--- src/sv/pdu_pkg.sv ---
// ----------------------------------------------------------------------------
// pdu_pkg
// Shared types, codes and constants of the priority task dispatcher.
// ----------------------------------------------------------------------------
package pdu_pkg;

  localparam int MAX_TASKS_DEF = 32;

  localparam int PRIO_W  = 4;
  localparam int BURST_W = 16;
  localparam int ID_W    = 16;
  localparam int TIME_W  = 22;
  localparam int OTIME_W = 21;
  localparam int WSUM_W  = 25;
  localparam int TSUM_W  = 26;
  localparam int TALLY_W = 6;

  localparam logic FUNC_ADD   = 1'b0;
  localparam logic FUNC_SCHED = 1'b1;

  typedef enum logic [1:0] {
    STAT_ADDED      = 2'd0,
    STAT_DISPATCHED = 2'd1,
    STAT_FULL       = 2'd2,
    STAT_EMPTY      = 2'd3
  } status_t;

  typedef enum logic [1:0] {
    ST_IDLE,
    ST_SCAN,
    ST_DISP
  } state_t;

  typedef struct packed {
    logic               func;
    logic [PRIO_W-1:0]  task_priority;
    logic [BURST_W-1:0] task_burst;
  } in_t;

  typedef struct packed {
    logic [1:0]         status;
    logic [ID_W-1:0]    task_id;
    logic [BURST_W-1:0] run_burst;
    logic [OTIME_W-1:0] wait_time;
    logic [OTIME_W-1:0] turnaround_time;
    logic [WSUM_W-1:0]  sum_wait;
    logic [TSUM_W-1:0]  sum_turnaround;
    logic [TALLY_W-1:0] dispatched_count;
    logic               last;
  } out_t;

  typedef struct packed {
    logic               valid;
    logic [PRIO_W-1:0]  prio;
    logic [BURST_W-1:0] burst;
    logic [ID_W-1:0]    id;
  } slot_t;

  typedef struct packed {
    logic shift;
    logic wr;
    logic clr;
  } cell_ctl_t;

endpackage

--- src/sv/pdu_cell.sv ---
// ----------------------------------------------------------------------------
// pdu_cell
// One task slot of the rotating task chain. It loads a new task, takes its
// neighbor's slot when the chain rotates, and drops its task on dispatch.
// ----------------------------------------------------------------------------
module pdu_cell
  import pdu_pkg::*;
(
  input  logic      clk,
  input  logic      rst_n,
  input  cell_ctl_t ctl,
  input  slot_t     wr_data,
  input  slot_t     nbr,
  output slot_t     q
);

  logic               valid_r;
  logic               valid_nxt;
  logic [PRIO_W-1:0]  prio_r;
  logic [BURST_W-1:0] burst_r;
  logic [ID_W-1:0]    id_r;

  always_comb begin
    valid_nxt = valid_r;
    if (ctl.wr) begin
      valid_nxt = 1'b1;
    end else if (ctl.clr) begin
      valid_nxt = 1'b0;
    end else if (ctl.shift) begin
      valid_nxt = nbr.valid;
    end
  end

  always_ff @(posedge clk) begin
    if (!rst_n) begin
      valid_r <= 1'b0;
    end else begin
      valid_r <= valid_nxt;
    end
  end

  always_ff @(posedge clk) begin
    if (ctl.wr) begin
      prio_r  <= wr_data.prio;
      burst_r <= wr_data.burst;
      id_r    <= wr_data.id;
    end else if (ctl.shift) begin
      prio_r  <= nbr.prio;
      burst_r <= nbr.burst;
      id_r    <= nbr.id;
    end
  end

  assign q = '{valid: valid_r, prio: prio_r, burst: burst_r, id: id_r};

endmodule

--- src/sv/priority_task_dispatcher_unit.sv ---
// ----------------------------------------------------------------------------
// priority_task_dispatcher_unit
// Non-preemptive priority dispatcher built on a ring of task cells. The ring
// rotates past one comparator that keeps the best task of a full turn.
// ----------------------------------------------------------------------------
// Add, table full and empty schedule: the result is registered in the cycle
// after the input transaction; one input every cycle while out_stall is low.
// Schedule of N tasks: each dispatch is one full turn of the cell ring past
// the comparator in ST_SCAN, then ST_DISP issues it once the output is free.
// Reset clears all slot valid bits, the id counter, time and totals; no
// clearing pass is needed.
module priority_task_dispatcher_unit
  import pdu_pkg::*;
#(
  parameter int MAX_TASKS = MAX_TASKS_DEF
) (
  input  logic clk,
  input  logic rst_n,
  input  logic in_valid,
  output logic in_stall,
  input  in_t  in_data,
  output logic out_valid,
  input  logic out_stall,
  output out_t out_data
);

  localparam int IDXW = $clog2(MAX_TASKS);
  localparam int CNTW = $clog2(MAX_TASKS + 1);
  localparam logic [IDXW-1:0] LAST_POS = IDXW'(MAX_TASKS - 1);
  localparam logic [CNTW-1:0] FULL_CNT = CNTW'(MAX_TASKS);

  state_t state_r, state_nxt;

  logic [CNTW-1:0]    cnt_r, cnt_nxt;
  logic [ID_W-1:0]    id_ctr_r, id_ctr_nxt;
  logic [IDXW-1:0]    scan_cnt_r, scan_cnt_nxt;
  logic               best_found_r, best_found_nxt;
  logic [IDXW-1:0]    best_idx_r, best_idx_nxt;
  logic [PRIO_W-1:0]  best_prio_r, best_prio_nxt;
  logic [BURST_W-1:0] best_burst_r, best_burst_nxt;
  logic [ID_W-1:0]    best_id_r, best_id_nxt;
  logic [TIME_W-1:0]  elapsed_r, elapsed_nxt;
  logic [WSUM_W-1:0]  wait_tot_r, wait_tot_nxt;
  logic [TSUM_W-1:0]  turn_tot_r, turn_tot_nxt;
  logic [TALLY_W-1:0] tally_r, tally_nxt;
  logic               out_valid_r, out_valid_nxt;
  out_t               out_data_r, out_data_nxt;

  logic              in_acc;
  logic              out_free;
  logic              shift_en;
  logic              disp_go;
  logic              add_go;
  logic              take;
  logic [TIME_W-1:0] turn_w;
  slot_t             new_slot;
  slot_t             cell_q [MAX_TASKS];

  assign in_acc   = in_valid && !in_stall;
  assign out_free = !out_valid_r || !out_stall;
  assign add_go   = in_acc && (in_data.func == FUNC_ADD) && (cnt_r != FULL_CNT);

  // Next state.
  always_comb begin
    state_nxt = state_r;
    unique case (state_r)
      ST_IDLE: begin
        if (in_acc && (in_data.func == FUNC_SCHED) && (cnt_r != '0)) begin
          state_nxt = ST_SCAN;
        end
      end
      ST_SCAN: begin
        if (scan_cnt_r == LAST_POS) begin
          state_nxt = ST_DISP;
        end
      end
      ST_DISP: begin
        if (out_free) begin
          state_nxt = (cnt_r == CNTW'(1)) ? ST_IDLE : ST_SCAN;
        end
      end
      default: state_nxt = ST_IDLE;
    endcase
  end

  // Control outputs.
  always_comb begin
    in_stall = 1'b1;
    shift_en = 1'b0;
    disp_go  = 1'b0;
    unique case (state_r)
      ST_IDLE: in_stall = !out_free;
      ST_SCAN: shift_en = 1'b1;
      ST_DISP: disp_go  = out_free;
      default: in_stall = 1'b1;
    endcase
  end

  // The slot at the head of the ring during scan cycle k is slot k, so a
  // later slot wins a tie; that is the newest task.
  assign take = cell_q[0].valid && (!best_found_r || (cell_q[0].prio >= best_prio_r));
  assign turn_w = elapsed_r + TIME_W'(best_burst_r);

  assign new_slot = '{valid: 1'b1, prio: in_data.task_priority,
                      burst: in_data.task_burst, id: id_ctr_r + ID_W'(1)};

  always_comb begin
    cnt_nxt        = cnt_r;
    id_ctr_nxt     = id_ctr_r;
    scan_cnt_nxt   = scan_cnt_r;
    best_found_nxt = best_found_r;
    best_idx_nxt   = best_idx_r;
    best_prio_nxt  = best_prio_r;
    best_burst_nxt = best_burst_r;
    best_id_nxt    = best_id_r;
    elapsed_nxt    = elapsed_r;
    wait_tot_nxt   = wait_tot_r;
    turn_tot_nxt   = turn_tot_r;
    tally_nxt      = tally_r;
    out_valid_nxt  = out_valid_r && out_stall;
    out_data_nxt   = out_data_r;

    if (in_acc) begin
      out_valid_nxt = 1'b1;
      out_data_nxt  = '0;
      out_data_nxt.last = 1'b1;
      if (in_data.func == FUNC_ADD) begin
        if (cnt_r == FULL_CNT) begin
          out_data_nxt.status = STAT_FULL;
        end else begin
          id_ctr_nxt = new_slot.id;
          cnt_nxt    = cnt_r + CNTW'(1);
          out_data_nxt.status  = STAT_ADDED;
          out_data_nxt.task_id = new_slot.id;
        end
      end else begin
        elapsed_nxt  = '0;
        wait_tot_nxt = '0;
        turn_tot_nxt = '0;
        tally_nxt    = '0;
        scan_cnt_nxt   = '0;
        best_found_nxt = 1'b0;
        if (cnt_r == '0) begin
          out_data_nxt.status = STAT_EMPTY;
        end else begin
          out_valid_nxt = out_valid_r && out_stall;
          out_data_nxt  = out_data_r;
        end
      end
    end

    if (shift_en) begin
      scan_cnt_nxt = scan_cnt_r + IDXW'(1);
      if (take) begin
        best_found_nxt = 1'b1;
        best_idx_nxt   = scan_cnt_r;
        best_prio_nxt  = cell_q[0].prio;
        best_burst_nxt = cell_q[0].burst;
        best_id_nxt    = cell_q[0].id;
      end
    end

    if (disp_go) begin
      elapsed_nxt    = turn_w;
      wait_tot_nxt   = wait_tot_r + WSUM_W'(elapsed_r);
      turn_tot_nxt   = turn_tot_r + TSUM_W'(turn_w);
      tally_nxt      = tally_r + TALLY_W'(1);
      cnt_nxt        = cnt_r - CNTW'(1);
      scan_cnt_nxt   = '0;
      best_found_nxt = 1'b0;
      out_valid_nxt  = 1'b1;
      out_data_nxt.status           = STAT_DISPATCHED;
      out_data_nxt.task_id          = best_id_r;
      out_data_nxt.run_burst        = best_burst_r;
      out_data_nxt.wait_time        = elapsed_r[OTIME_W-1:0];
      out_data_nxt.turnaround_time  = turn_w[OTIME_W-1:0];
      out_data_nxt.sum_wait         = wait_tot_nxt;
      out_data_nxt.sum_turnaround   = turn_tot_nxt;
      out_data_nxt.dispatched_count = tally_nxt;
      out_data_nxt.last             = (cnt_r == CNTW'(1));
    end
  end

  always_ff @(posedge clk) begin
    if (!rst_n) begin
      state_r      <= ST_IDLE;
      cnt_r        <= '0;
      id_ctr_r     <= '0;
      scan_cnt_r   <= '0;
      best_found_r <= 1'b0;
      elapsed_r    <= '0;
      wait_tot_r   <= '0;
      turn_tot_r   <= '0;
      tally_r      <= '0;
      out_valid_r  <= 1'b0;
    end else begin
      state_r      <= state_nxt;
      cnt_r        <= cnt_nxt;
      id_ctr_r     <= id_ctr_nxt;
      scan_cnt_r   <= scan_cnt_nxt;
      best_found_r <= best_found_nxt;
      elapsed_r    <= elapsed_nxt;
      wait_tot_r   <= wait_tot_nxt;
      turn_tot_r   <= turn_tot_nxt;
      tally_r      <= tally_nxt;
      out_valid_r  <= out_valid_nxt;
    end
  end

  always_ff @(posedge clk) begin
    best_idx_r   <= best_idx_nxt;
    best_prio_r  <= best_prio_nxt;
    best_burst_r <= best_burst_nxt;
    best_id_r    <= best_id_nxt;
    out_data_r   <= out_data_nxt;
  end

  // Ring of task cells; each takes its upper neighbor's slot on rotation.
  for (genvar i = 0; i < MAX_TASKS; i++) begin : g_cell
    cell_ctl_t ctl;
    assign ctl.shift = shift_en;
    assign ctl.wr    = add_go && (cnt_r[IDXW-1:0] == IDXW'(i));
    assign ctl.clr   = disp_go && (best_idx_r == IDXW'(i));

    pdu_cell u_cell (
      .clk     (clk),
      .rst_n   (rst_n),
      .ctl     (ctl),
      .wr_data (new_slot),
      .nbr     (cell_q[(i + 1) % MAX_TASKS]),
      .q       (cell_q[i])
    );
  end

  assign out_valid = out_valid_r;
  assign out_data  = out_data_r;

  a_cnt_range: assert property (@(posedge clk) disable iff (!rst_n)
    cnt_r <= FULL_CNT)
    else $error("task count exceeds table size");

  a_busy_stall: assert property (@(posedge clk) disable iff (!rst_n)
    (state_r != ST_IDLE) |-> in_stall)
    else $error("input taken while a schedule is running");

  a_drain_done: assert property (@(posedge clk) disable iff (!rst_n)
    (disp_go && (cnt_r == CNTW'(1))) |=> ((cnt_r == '0) && (state_r == ST_IDLE)
                                          && out_data_r.last))
    else $error("schedule did not end with an empty table");

  a_scan_found: assert property (@(posedge clk) disable iff (!rst_n)
    (state_r == ST_DISP) |-> best_found_r)
    else $error("dispatch without a selected task");

endmodule
--- config.mk ---
export PLATFORM = sky130hd
export DESIGN_NAME = priority_task_dispatcher_unit
export DESIGN_NICKNAME = d
export VERILOG_FILES = /design/src/sv/pdu_pkg.sv /design/src/sv/pdu_cell.sv /design/src/sv/priority_task_dispatcher_unit.sv
export SDC_FILE = /design/constraint.sdc
export NUM_CORES = 2
export LEC_CHECK = 0
export BUFFER_PORTS_ARGS = -buffer_cell sky130_fd_sc_hd__buf_4
export CORE_MARGIN = 10
export CORE_UTILIZATION = 57
export CTS_CLUSTER_DIAMETER = 80
export DETAILED_ROUTE_END_ITERATION = 8
export PLACE_DENSITY = 0.77
export REMOVE_ABC_BUFFERS = 1
export SLEW_MARGIN = 30
export SYNTH_ARGS = -nofsm -noshare
export SYNTH_HDL_FRONTEND = slang
export SYNTH_SLANG_ARGS = --single-unit
--- constraint.sdc ---
create_clock -name clk -period 4.5 [get_ports clk]
set_input_delay 0.225 -clock clk [delete_from_list [all_inputs] [get_ports clk]]
set_output_delay 0.225 -clock clk [all_outputs]
set_load 0.01 [all_outputs]
Yosys cells after proc, flatten, opt, wreduce, memory -nomap -nowiden
Index checks and enable logic that the tools add are counted.

word-level totals
  bits in registers = 1469
  word-level logic and storage cells = 729
  input port bits = 25
  memories = 0
  memory bits (read-only) = 0
  RAM bits = 0
  output and inout bits = 136
  latch bits = 0

cells by class
  divide/modulo/power cells = 0
  multiply operators = 0
  eq/ne operators = 75
  shifts and indexed selects = 0
  $lt $le $gt $ge = 1
  mux-type cells = 331
  add/sub/neg operators = 8
  bitwise operators = 3
  reduce and logical (&&, ||, !) cells = 160

operators by type and width
  cell                   number
  $mux 16                129
  $mux 132               3
  $mux 4                 64
  $eq 5x5->1 const B     33
  $mux 116               1
  $mux 1                 108
  $reduce_bool 3->1      32
  $eq 5x4->1 const B     16
  $mux 26                3
  $mux 25                3
  $reduce_bool 2->1      36
  $logic_and 1x1->1      71
  $mux 22                3
  $mux 6                 7
  $eq 5x3->1 const B     8
  $add 26x22->26         1
  $add 25x22->25         1
  $add 22x16->22         1
  $eq 5x2->1 const B     4
  $mux 18                1
  $add 16x1->16 const B  1
  $mux 5                 3
  $add 6x1->6 const B    2
  $eq 5x1->1 const B     2
  other kinds (23)       45

Logic depth before layout (Yosys ltp)
  depth after elaboration = 10
  gate-level depth with buffers = 18
  mapped depth without buffers = 18

Modules after synthesis
From an unflattened synthesis, not the netlist that was laid out.

second synthesis, totals
  cell total of the unflattened synthesis = 4065
  area total of the unflattened synthesis = 66925.4 um^2

modules (own cells, without submodules)
  module                         instances  cells an instance  sequential area each (um^2)  area an instance (um^2)
  pdu_cell                       32         83                 1101.1                       1651.6
  priority_task_dispatcher_unit  1          1409               7437.1                       14074.7

Worst setup path after synthesis
No wires, ideal clock.

  path kind = reg2reg
  from = register out_valid_r, in the netlist out_valid
  to = register out_data_r, in the netlist out_data[0] (enable)
  cell stages (with the launch flop) = 7
  arrival time = 3.799 ns
  path buffers = 3
  clock period less this slack = 4.933 ns
  data required time = 3.365 ns
  path slack = -0.433 ns
  library setup time = 1.135 ns
  path through = dfxtp_1 > a21oi_2 > nand2_1 > clkbuf_1 > buf_1 > buf_1 > nand2_1

between the ends
  word-level cells in the longest chain between the ends = 8
  elaborated cells on any way between the ends = 10
  classes of those cells = eq/ne (1); mux (2); reduce/logical (7)

RTL lines
  what                          RTL line                              text
  from (decl)                   priority_task_dispatcher_unit.sv:46   logic out_valid_r, out_valid_nxt;
  from (signal assigned)        priority_task_dispatcher_unit.sv:206  out_valid_r <= out_valid_nxt;
  $logic_not 1->1 *             priority_task_dispatcher_unit.sv:60   assign out_free = !out_valid_r || !out_stall;
  $logic_or 1x1->1 *            priority_task_dispatcher_unit.sv:60
  $logic_not 1->1               priority_task_dispatcher_unit.sv:92   ST_IDLE: in_stall = !out_free;
  $mux 1                        priority_task_dispatcher_unit.sv:91   unique case (state_r)
  $logic_not 1->1               priority_task_dispatcher_unit.sv:59   assign in_acc = in_valid && !in_stall;
  $logic_and 1x1->1             priority_task_dispatcher_unit.sv:59
  $reduce_bool 2->1 (no line)   n/a
  $reduce_and 2->1 (no line) *  n/a
  to (signal assigned)          priority_task_dispatcher_unit.sv:215  out_data_r <= out_data_nxt;
  to (decl)                     priority_task_dispatcher_unit.sv:47   out_t out_data_r, out_data_nxt;

Every way passes the cells marked *; elsewhere a longest branch is shown, timed or not.
A chain may end at the register's enable or synchronous reset.

Worst setup path after layout
  from = register best_burst_r[0]
  to = register out_data_r, in the netlist out_data[28] (data pin)

between the ends
  word-level cells in the longest chain between the ends = 3

RTL lines
  what                    RTL line                              text
  from (decl)             priority_task_dispatcher_unit.sv:40   logic [BURST_W-1:0] best_burst_r, best_burst_nxt;
  from (signal assigned)  priority_task_dispatcher_unit.sv:213  best_burst_r <= best_burst_nxt;
  $add 22x16->22          priority_task_dispatcher_unit.sv:102  assign turn_w = elapsed_r + TIME_W'(best_burst_r);
  net turn_w[10]          priority_task_dispatcher_unit.sv:55   logic [TIME_W-1:0] turn_w;
  $add 26x22->26          priority_task_dispatcher_unit.sv:166  turn_tot_nxt = turn_tot_r + TSUM_W'(turn_w);
  $mux 132                priority_task_dispatcher_unit.sv:163  if (disp_go) begin

The timed path passes the listed nets, and every way through them passes these cells.

==> impl_metrics.env <==
export IMPL_status="complete, but fails checks"
export IMPL_failed_checks="DRC"
export IMPL_grt_use_met1_pct=31.4
export IMPL_crit_path_start_kind="flop"
export IMPL_min_delay_path_class="input pin to flop"
export IMPL_htree_levels=4
export IMPL_drive_gt1_share_pct=26.0
export IMPL_synthFlopType="edfxtp_1"
export IMPL_crit_fanout=3
export IMPL_synth_area_leaders="edfxtp_1, mux2_2, dfxtp_1"
export IMPL_cts_root_buf="clkbuf_16"
export IMPL_hold_end="out_data[133]$_SDFFE_PP0P_"
export IMPL_setup_slack_ns=0.172
export IMPL_fin_nets=4847
export IMPL_grt_max_degree=63
export IMPL_finish_utilization_pct=64.5
export IMPL_multiInputGateArea_mm2=0.0202
export IMPL_rsz0062_at_grt="true"
export IMPL_holdPathStages=4
export IMPL_start_util_pct=57.7
export IMPL_leakage_nw=26.7
export IMPL_drt_iter0_markers=4192
export IMPL_io_buffers=160
export IMPL_cts_tree="built"
export IMPL_routed_wl_mm=147
export IMPL_synth_edf_count=1325
export IMPL_post_synth_top_area_fraction_pct=62.1
export IMPL_hold_violations=0
export IMPL_gp_congestion=0.994
export IMPL_syn_area_per_cell_um2=13.8
export IMPL_fillers=7828
export IMPL_drv_slew=0
export IMPL_grt_pass1_wl_mm=225
export IMPL_dieWidth_um=355
export IMPL_maxSlewHeadroom_pct=34.3
export IMPL_p_per_area_mw_per_mm2=401
export IMPL_path_class="flop to flop"
export IMPL_clock_latency_ns=0.76
export IMPL_async_flop_share_pct=0
export IMPL_critPathRequiredTime_ns=4.98
export IMPL_globalRouteMet3Util_pct=4.04
export IMPL_arrival_ns=4.80
export IMPL_ys_warn_count=0
export IMPL_drc=2
export IMPL_routedWlPerCell_um=23.3
export IMPL_synth_area_mm2=0.0641
export IMPL_hp_start="in_valid"
export IMPL_seqCellArea_mm2=0.0427
export IMPL_r2r_cells=18
export IMPL_grt_pass1_vias=37200
export IMPL_dieArea_mm2=0.126
export IMPL_ys_ff_latch=1469
export IMPL_place_ws_ns=-0.132
export IMPL_fin_crit_sh_pct=96.2
export IMPL_r2r_start="best_burst_r[0]$_DFFE_PP_"
export IMPL_io_pins=161
export IMPL_instances_no_fill=6335
export IMPL_coreArea_mm2=0.111
export IMPL_skew_ns=0.0211
export IMPL_end_kind="flop"
export IMPL_place_inst=6070
export IMPL_gr_usage_met2_pct=35.6
export IMPL_synthDistinctLibCells=80
export IMPL_placementRows=122
export IMPL_period_minus_slack_ns=4.33
export IMPL_antenna_found_initial=1
export IMPL_postSynthCellCount=4644
export IMPL_clkSinkCount=1469
export IMPL_cts_buffer_depth=3
export IMPL_ir_worst_vdd_mv=0.338
export IMPL_cap_violations=0
export IMPL_r2r_end="out_data[28]$_SDFFCE_PN0P_"
export IMPL_dp_hpwl_mm=91.1
export IMPL_ant_nets=0
export IMPL_numCtsBuffers=147
export IMPL_setup_viol=0
export IMPL_dr_pass1_iters=8
export IMPL_areaGrowthSynthToFinish_pct=11.8
export IMPL_grt_remaining_overflow=0
export IMPL_viasPerCell=6.05
export IMPL_grt_busiest_layer="met2"
export IMPL_rrSetupSlack_ns=0.17
export IMPL_clkSlewWorstSetupHoldPaths_ns=0.06
export IMPL_max_freq_mhz=231
export IMPL_vias=38300
export IMPL_tightest_slew_ns=0.983
export IMPL_gr_usage_all_layers_pct=22.8
export IMPL_die_h_um=355
export IMPL_yosys_area_top_type="edfxtp_1"
export IMPL_yosysSeqAreaShare_pct=66.6
## synth_stat cells, drive strengths merged, types with 9 or more instances
| cell | number |
|---|---|
| inv | 31 |
| nand2 | 651 |
| o31ai | 21 |
| nor3 | 22 |
| edfxtp | 1325 |
| and2 | 20 |
| o21ai | 556 |
| dfxtp | 144 |
| a21o | 31 |
| xnor2 | 43 |
| ha | 77 |
| o21a | 15 |
| a31o | 10 |
| nand4 | 9 |
| a22o | 10 |
| a31oi | 11 |
| mux2 | 672 |
| xor2 | 42 |
| nand2b | 11 |
| nor2 | 208 |
| buf | 87 |
| nand3 | 34 |
| and3 | 61 |
| a21oi | 141 |
| a211o | 29 |
| clkbuf | 264 |
| nor2b | 18 |
| a211oi | 12 |
| or3 | 12 |
## layout make-up
cell class	count	share of cell area, %
diodes	1	0.00349
clock buffers	187	5.45
clock inverters	66	0.747
inverters	31	0.162
multi-input cells	2793	28.2
flip-flops and latches	1469	59.6
well taps	1488	2.60
repair buffers	300	3.33
## metrics by stage
stage / setup TNS, ns / hold WS (ns) / power, W / instance area (um^2)
CTS: 0 / 0.0353 / 0.0288 / 71400
floorplan: -200.94 / 0.342 / 0.0167 / 62500
global placement: 0 / 0.438 / 0.0174 / 66900
global route: -0.0480 / 0.0859 / 0.0295 / 71600
detailed placement: -0.399 / 0.440 / 0.0175 / 67000
finish: 0 / 0.0688 / 0.0287 / 71700
## flip-flops by register name, indices dropped and copies added (netlist names)
name,count
scan_cnt_r,5
out_valid,1
turn_tot_r,26
cnt_r,6
best_burst_r,16
best_prio_r,4
g_cell.u_cell.prio_r,128
best_idx_r,5
tally_r,6
g_cell.u_cell.id_r,512
best_found_r,1
id_ctr_r,16
state_r,2
wait_tot_r,25
g_cell.u_cell.burst_r,512
g_cell.u_cell.valid_r,32
elapsed_r,22
best_id_r,16
out_data,134
## metal layers
layer | vias up | share of wire, %
met2 | 1704 | 46
met1 | 19000 | 42
met5 | - | 0.0088
met3 | 320 | 7.6
met4 | 2 | 4.1
li1 | 17300 | -
## worst max-delay path: stages (launching register included)
cell and delay, ns:
edfxtp_1 0.40, ha_2 0.21, fa_2 0.35, a211o_1 0.36, a21oi_2 0.20, o21bai_1 0.11
a21oi_2 0.16, o21bai_1 0.09, a21oi_1 0.18, xnor2_1 0.17, ha_1 0.30, a21oi_2 0.15
nor2b_1 0.06, o41a_1 0.33, o221ai_2 0.28, o31ai_2 0.13, a221oi_2 0.32, xnor2_1 0.20
nor2_1 0.07
## worst max path at each step
| stage | from | end | cells after the start |
|---|---|---|---|
| after floorplan | out_valid$_SDFF_PN0_ | out_data[0]$_SDFFCE_PN1P_ | 3 |
| after global placement | best_burst_r[0]$_DFFE_PP_ | out_data[28]$_SDFFCE_PN0P_ | 18 |
| after detailed placement | best_burst_r[0]$_DFFE_PP_ | out_data[31]$_SDFFCE_PN0P_ | 18 |
| after CTS | best_burst_r[0]$_DFFE_PP_ | out_data[30]$_SDFFCE_PN0P_ | 17 |
| after global routing | best_burst_r[0]$_DFFE_PP_ | turn_tot_r[24]$_SDFFE_PN0P_ | 18 |
| final | best_burst_r[0]$_DFFE_PP_ | out_data[28]$_SDFFCE_PN0P_ | 18 |
## what timing repair did
item,4_1_cts,5_1_grt
buffers inserted,0,7
cloned,0,0
setup endpoints to repair,7,20
hold endpoints to repair,12,0
resized for setup,3,27
hold buffers,4,0
pin swaps,1,16
## cells in the final DEF (no fill, tap or decap), types with 15 or more instances in the layout
cell / Yosys / final
dfxtp_1: 144 / 144
nor2b_1: 18 / 17
clkbuf_1: 264 / 36
a211o_1: 29 / 29
a21o_1: 31 / 31
xor2_1: 42 / 36
inv_1: 31 / 30
and2_1: 20 / 19
edfxtp_1: 1325 / 1325
o21ai_1: 35 / 33
o21ai_0: 521 / 521
o21a_1: 15 / 15
nand3_1: 21 / 21
clkinv_1: 0 / 25
buf_4: 3 / 286
a21oi_1: 140 / 134
nor2_1: 206 / 204
nand2_1: 645 / 632
mux2_2: 492 / 492
nor3_1: 21 / 20
xnor2_1: 43 / 32
mux2_4: 176 / 176
nand2_2: 6 / 18
o31ai_1: 20 / 19
and3_1: 61 / 60
clkbuf_16: 0 / 150
ha_1: 77 / 71
## logic make-up (layout without fill, tap and decap cells)
logic type	after synthesis	count (layout)	share of synthesized area, %
buffers and inverters	382	584	2.60
AOI/OAI and AO/OA	882	882	7.80
and+or+nand+nor	1067	1067	7.31
xor gates and xnor gates	85	85	1.16
adders and majority gates	80	80	1.60
other	0	1	0
DFF	1469	1469	66.6
muxes	679	679	12.9
## where the power goes
group | total, W | internal (W) | switching, W
registers | 0.0157 | 0.0155 | 0.000205
logic | 0.00153 | 0.000522 | 0.00100
clock network | 0.0115 | 0.00639 | 0.00509
total | 0.0287 | 0.0224 | 0.00630
Power figures use the tool's default switching activity.
